### src/hw/rtl/fhs_pkg.sv
// Shared constants, request codes and palette for the fire heat-spread block.
`timescale 1ns / 1ps

package fhs_pkg;

	// Field widths
	localparam int REQ_TYPE_W  = 2;
	localparam int COLUMN_W    = 8;
	localparam int PIXEL_ROW_W = 7;
	localparam int HEAT_W      = 6;
	localparam int COLOR_W     = 8;

	// Configuration register widths and port shape
	localparam int CFG_WIDTH_W = 9;
	localparam int CFG_ROWS_W  = 7;
	localparam int CFG_SEED_W  = 32;
	localparam int CFG_IDX_W   = 2;
	localparam int CFG_DATA_W  = 32;

	// Configuration register indexes
	localparam logic [CFG_IDX_W-1:0] CFG_WIDTH = 2'd0;
	localparam logic [CFG_IDX_W-1:0] CFG_ROWS  = 2'd1;
	localparam logic [CFG_IDX_W-1:0] CFG_SEED  = 2'd2;

	// Configuration reset values
	localparam int                    CFG_WIDTH_RST = 80;
	localparam int                    CFG_ROWS_RST  = 24;
	localparam logic [CFG_SEED_W-1:0] CFG_SEED_RST  = 32'h9d2c5680;

	// Request codes
	localparam logic [REQ_TYPE_W-1:0] REQ_INIT = 2'd0;
	localparam logic [REQ_TYPE_W-1:0] REQ_STEP = 2'd1;
	localparam logic [REQ_TYPE_W-1:0] REQ_READ = 2'd2;

	// Heat range
	localparam logic [HEAT_W-1:0] HEAT_MAX = 6'd36;

	// xorshift32 shift amounts
	localparam int RNG_SH_A = 13;
	localparam int RNG_SH_B = 17;
	localparam int RNG_SH_C = 5;

	// Palette: {red, green, blue}; heat above the top entry uses the top entry
	function automatic logic [3*COLOR_W-1:0] pal_rgb(input logic [HEAT_W-1:0] h);
		logic [3*COLOR_W-1:0] c;
		case (h)
			6'd0:    c = 24'h070707;
			6'd1:    c = 24'h1F0707;
			6'd2:    c = 24'h2F0F07;
			6'd3:    c = 24'h470F07;
			6'd4:    c = 24'h571707;
			6'd5:    c = 24'h671F07;
			6'd6:    c = 24'h771F07;
			6'd7:    c = 24'h8F2707;
			6'd8:    c = 24'h9F2F07;
			6'd9:    c = 24'hAF3F07;
			6'd10:   c = 24'hBF4707;
			6'd11:   c = 24'hC74707;
			6'd12:   c = 24'hDF4F07;
			6'd13:   c = 24'hDF5707;
			6'd14:   c = 24'hDF5707;
			6'd15:   c = 24'hD75F07;
			6'd16:   c = 24'hD75F07;
			6'd17:   c = 24'hD7670F;
			6'd18:   c = 24'hCF6F0F;
			6'd19:   c = 24'hCF770F;
			6'd20:   c = 24'hCF7F0F;
			6'd21:   c = 24'hCF8717;
			6'd22:   c = 24'hC78717;
			6'd23:   c = 24'hC78F17;
			6'd24:   c = 24'hC7971F;
			6'd25:   c = 24'hBF9F1F;
			6'd26:   c = 24'hBF9F1F;
			6'd27:   c = 24'hBFA727;
			6'd28:   c = 24'hBFA727;
			6'd29:   c = 24'hBFAF2F;
			6'd30:   c = 24'hB7AF2F;
			6'd31:   c = 24'hB7B72F;
			6'd32:   c = 24'hB7B737;
			6'd33:   c = 24'hCFCF6F;
			6'd34:   c = 24'hDFDF9F;
			6'd35:   c = 24'hEFEFC7;
			default: c = 24'hFFFFFF;
		endcase
		return c;
	endfunction

endpackage

### src/hw/rtl/fhs_spread_alu.sv
// Spread unit: advances the generator and forms the target address and heat of one pixel.
`timescale 1ns / 1ps

module fhs_spread_alu #(
	parameter int AW = 15,
	parameter int WW = 9
) (
	input  logic [fhs_pkg::HEAT_W-1:0]      p,
	input  logic [AW-1:0]                   src,
	input  logic [WW-1:0]                   w,
	input  logic [fhs_pkg::CFG_SEED_W-1:0]  rng,
	output logic                            adv,
	output logic [fhs_pkg::CFG_SEED_W-1:0]  rng_nxt,
	output logic [AW-1:0]                   waddr,
	output logic [fhs_pkg::HEAT_W-1:0]      wdata
);

	logic [fhs_pkg::CFG_SEED_W-1:0] s0;
	logic [fhs_pkg::CFG_SEED_W-1:0] s1;
	logic [1:0]                     r;
	logic [AW:0]                    up;
	logic [AW:0]                    lo;

	always_comb begin
		s0      = rng ^ (rng << fhs_pkg::RNG_SH_A);
		s1      = s0 ^ (s0 >> fhs_pkg::RNG_SH_B);
		rng_nxt = s1 ^ (s1 << fhs_pkg::RNG_SH_C);
		r       = rng_nxt[1:0];
		adv     = (p != '0);
		up      = (AW+1)'(src) + (AW+1)'(1);
		lo      = (AW+1)'(w) + (AW+1)'(r);
		if (!adv) begin
			// cold pixel: kill the pixel directly above
			waddr = src - AW'(w);
			wdata = '0;
		end else begin
			// drift left by r-1, clamp at the first pixel of the map
			waddr = (up < lo) ? '0 : AW'(up - lo);
			wdata = p - fhs_pkg::HEAT_W'(r[0]);
		end
	end

endmodule

### config.mk
export PLATFORM = sky130hd
export DESIGN_NAME = fhs_spread_alu
export DESIGN_NICKNAME = d
export VERILOG_FILES = /design/src/hw/rtl/fhs_pkg.sv /design/src/hw/rtl/fhs_spread_alu.sv
export SDC_FILE = /design/constraint.sdc
export NUM_CORES = 1
export LEC_CHECK = 0
export BUFFER_PORTS_ARGS = -buffer_cell sky130_fd_sc_hd__buf_2
export CAP_MARGIN = 20
export CORE_MARGIN = 2
export CORE_UTILIZATION = 25
export DETAILED_ROUTE_END_ITERATION = 16
export PLACE_DENSITY_LB_ADDON = 0.1
export SLEW_MARGIN = 20
export SYNTH_ARGS = -nofsm -noshare
export SYNTH_HDL_FRONTEND = slang
export SYNTH_SLANG_ARGS = --single-unit
export TNS_END_PERCENT = 20
### constraint.sdc
create_clock -name vclk -period 8.8
set_input_delay 0.44 -clock vclk [all_inputs]
set_output_delay 0.44 -clock vclk [all_outputs]
set_load 0.02 [all_outputs]
[Yosys cells after proc, flatten, opt, wreduce, memory -nomap -nowiden]
Index checks and enable logic that the tools add are counted.
Word-level totals
  bits in registers: 0
  bits of input ports: 62
  output and inout port bits: 54
  logic and storage cells: 13
Cells by class
  add/subtract/negate cells: 5
  $lt $le $gt $ge: 1
  mux-type cells: 3
  bitwise operators: 3
  reduce and logical (&&, ||, !) cells: 1
Operators by type and width (count)
  $xor A32 B32 Y32: 2
  $xor A32 B15 Y32: 1
  $mux W15: 2
  $add A15 B1 Y16 const B: 1
  $lt A16 B10 Y1: 1
  $sub A15 B10 Y15: 1
  $sub A15 B9 Y15: 1
  $add A9 B2 Y10: 1
  $mux W6: 1
  $reduce_bool A6 Y1: 1
  $sub A6 B1 Y6: 1

[Depth between registers and ports, before layout]
  word-level depth: 7
  depth in mapped cells: 16
  mapped depth without buffers: 16

[Worst setup path before layout]
Ideal clock, no wire load.
  path type: input-to-output
  start: input port rng[18] (netlist name)
  end: output port waddr[14]
  arrival: 3.933 ns
  required time: 8.360 ns
  setup slack: 4.427 ns
  cell stages on the path: 16
  path buffers: 0
  path through: xnor2_1 -> xnor2_1 -> ha_1 -> a21o_1 -> nand2_1 -> inv_1 -> nand3_1 -> xnor2_1 -> ha_1 -> a21o_1 -> a21o_1 -> a221oi_2 -> nor2b_1 -> o31ai_1 -> a21o_1 -> a21oi_1
On the way
  cells in the longest elaborated chain, start to end: 7
  elaborated cells between the ends (all ways): 8
  those cells by class: 2 x add/sub; 1 x order compare; 2 x mux; 3 x bitwise
Ends and longest elaborated chain
  start: declaration: line fhs_spread_alu.sv:11  | input logic [fhs_pkg::CFG_SEED_W-1:0] rng,
  $xor A32 B32 Y32 *: line fhs_spread_alu.sv:25  | s0 = rng ^ (rng << fhs_pkg::RNG_SH_A);
  $xor A32 B15 Y32 *: line fhs_spread_alu.sv:26  | s1 = s0 ^ (s0 >> fhs_pkg::RNG_SH_B);
  $xor A32 B32 Y32 *: line fhs_spread_alu.sv:27  | rng_nxt = s1 ^ (s1 << fhs_pkg::RNG_SH_C);
  net rng_nxt (one bit): line fhs_spread_alu.sv:13  | output logic [fhs_pkg::CFG_SEED_W-1:0] rng_nxt,
  $add A9 B2 Y10 *: line fhs_spread_alu.sv:31  | lo = (AW+1)'(w) + (AW+1)'(r);
  $sub A15 B10 Y15 or $lt A16 B10 Y1 (tied branches): line fhs_spread_alu.sv:38  | waddr = (up < lo) ? '0 : AW'(up - lo);
  $mux W15 *: line fhs_spread_alu.sv:38
  $mux W15 *: line fhs_spread_alu.sv:32  | if (!adv) begin
  end: declaration: line fhs_spread_alu.sv:14  | output logic [AW-1:0] waddr,
The timed path passes the listed nets; every way through them passes the cells marked *.

[Final worst setup path]
  start: input port rng[4] (netlist name)
  end: output port waddr[11]
On the way
  cells in the longest elaborated chain, start to end: 7
  elaborated cells between the ends (all ways): 8
  those cells by class: 2 x add/sub; 1 x order compare; 2 x mux; 3 x bitwise
Ends and longest elaborated chain (line)
  $xor A32 B32 Y32 *: fhs_spread_alu.sv:25
  $xor A32 B15 Y32 *: fhs_spread_alu.sv:26
  $xor A32 B32 Y32 *: fhs_spread_alu.sv:27
  $add A9 B2 Y10 *: fhs_spread_alu.sv:31
  $sub A15 B10 Y15 or $lt A16 B10 Y1 (tied branches): fhs_spread_alu.sv:38
  $mux W15 *: fhs_spread_alu.sv:38
  $mux W15 *: fhs_spread_alu.sv:32
Every way passes the cells marked *; elsewhere a longest branch is shown, timed or not.

==> metrics.cfg <==
[cts]
postCtsHoldBufs=0
post_cts_buffers=0
cts_resized=0

[route]
route.detailed.drc=0
wl_met1_um=3680
via_per_inst=4.65
drtAntennaViolNets=0
dr.max_layer_used=met4
firstDrtPassIters=4
wl_per_cell_um=14.2
wl_met2_um=4080
drtIter0Drc=93
wl_met3_um=371
drt_wl_total_um=8160
vias=2681

[worst_setup_path]
critPathLaunchType=input pin
crit_required_ns=8.36
criticalPathCategory=input pin to output pin
crit_fanout=9
crit_path_end_kind=output pin
cp.arrival_ns=4.41

[yosys]
synthTopCellsByCount=xnor2_1, nor2_1, xor2_1
synthCells=332
synth.distinct_cells=54
syn_area_mm2=0.00249
synth.most_common_cell=xnor2_1
post_synth.cell_area_avg_um2=7.49
yosysTopAreaCell=xnor2_1
synth_top_area_share_pct=26.1
ys_seq_area_share_pct=0
synth_area_leaders=xnor2_1, ha_1, xor2_1
yosys_warnings=0
syn_nets=422

[sta]
drv_slew=0
fin_crit_sh_pct=55.1
rsz0062_at_grt=false
tns_ns=0
worstMarginPinSlew_ns=0.852
hold_viol_final=0
maxSlewHeadroom_pct=43.2
fin_crit_ns=4.85
fmax_mhz=206
finalSetupViolCount=0

[final_layout]
regArea_um2=0
n_clock_buffer=0
diodes=0
area_delta_synth_final_pct=27.5
fin_nets=535
drive_gt1_share_pct=29.8
seq_cell_count=0

[run]
cap_violations=0

[floorplan]
initial_core_util_pct=25.6
die_x_um=104
rows=36
dieArea_mm2=0.0108
core-area_mm2=0.00973
io_pins=116
die_height_um=104

[global_routing]
grt.overflow.total=0
gr-usage-all-layers_pct=14.9
grt_pass1_wl_um=13500
antenna_found_initial=0
grt_start_max_net_pins=26
grt_pass1_vias=2729

[placed_design]
gp_congestion=0.843
place_hpwl_um=7280
io_buffer_count=116

[pwr]
power_per_cell_area_mw_per_mm2=116
p_leak_nw=1.46
power_frac_seq_pct=0
internal_power_w=0.000145
netSwitchingPower_w=0.000222
p_total_w=0.000366
vdd_drop_max_uv=64.0
p_sw_share_pct=60.5
p_clk_share_pct=0
p_comb_share_pct=100.0

[min_path]
holdCritPathClass=input pin to output pin
min_path_cells=3

[outcome]
status=completed

## power groups by stage
stage	Combinational, W	Clock (W)	Sequential, W
2_1_floorplan	0.000253	0	0
3_3_place_gp	0.000375	0	0
3_5_place_dp	0.000371	0	0
4_1_cts	0.000373	0	0
5_1_grt	0.000406	0	0
6_report	0.000366	0	0
## layout by cell type (no fill, tap or decap), drive strengths merged, types with 6 or more instances in the layout
master	count
a21o	9
a21oi	12
buf	117
ha	25
inv	21
nand2	15
nand3	14
nor2	30
o21ai	19
or3	6
xnor2	74
xor2	26
## worst paths after layout
check / from / end / slack [ns]
worst max-delay path: rng[4] / waddr[11] / 3.95
worst min-delay path: p[5] / wdata[5] / 1.21
## layer usage
layer	vias to the layer above	track usage, %
li1	1393	-
met1	1214	19.2
met2	72	28.1
met3	2	1.70
met4	0	0.483
met5	-	0
## stage by stage
stage	hold WS (ns)	util [%]	std cells	setup slack, ns	instance area, µm²
2_1_floorplan	1.01	-	332	4.43	2490
3_3_place_gp	1.22	32.6	576	4.02	3170
3_5_place_dp	1.22	32.6	576	3.90	3170
4_1_cts	1.22	32.6	576	3.88	3170
5_1_grt	1.23	32.6	576	3.64	3170
6_report	1.21	32.6	576	3.95	3170
## cells by family (layout without fill, tap and decap cells)
kind of cell    count (synthesis)  in the layout  synth area share [%]
fa+ha+maj                      28             28                  15.0
buf+inv                        27            138                  5.99
simple gates                  100            100                  21.7
xor+xnor                      100            100                  35.2
mux                             4              4                  1.81
compound gates                 73             73                  20.3
## final cells by class
class | count | area [µm²]
well taps | 133 | 166
repair buffers | 117 | 588
fillers | 1130 | 6560
multi-input cells | 305 | 2340
inverters | 21 | 78.8
## worst max-delay path: stages
cell	delay [ns]
buf_2	0.11
xnor2_1	0.36
xnor2_1	0.26
ha_1	0.27
fa_1	0.46
xnor2_1	0.17
ha_1	0.35
a211oi_1	0.32
o21ai_0	0.16
a221oi_2	0.43
o211ai_2	0.33
nand2_1	0.30
a21oi_1	0.07
o31a_1	0.24
buf_2	0.16
No activity file was read; power rests on OpenSTA's default activity.
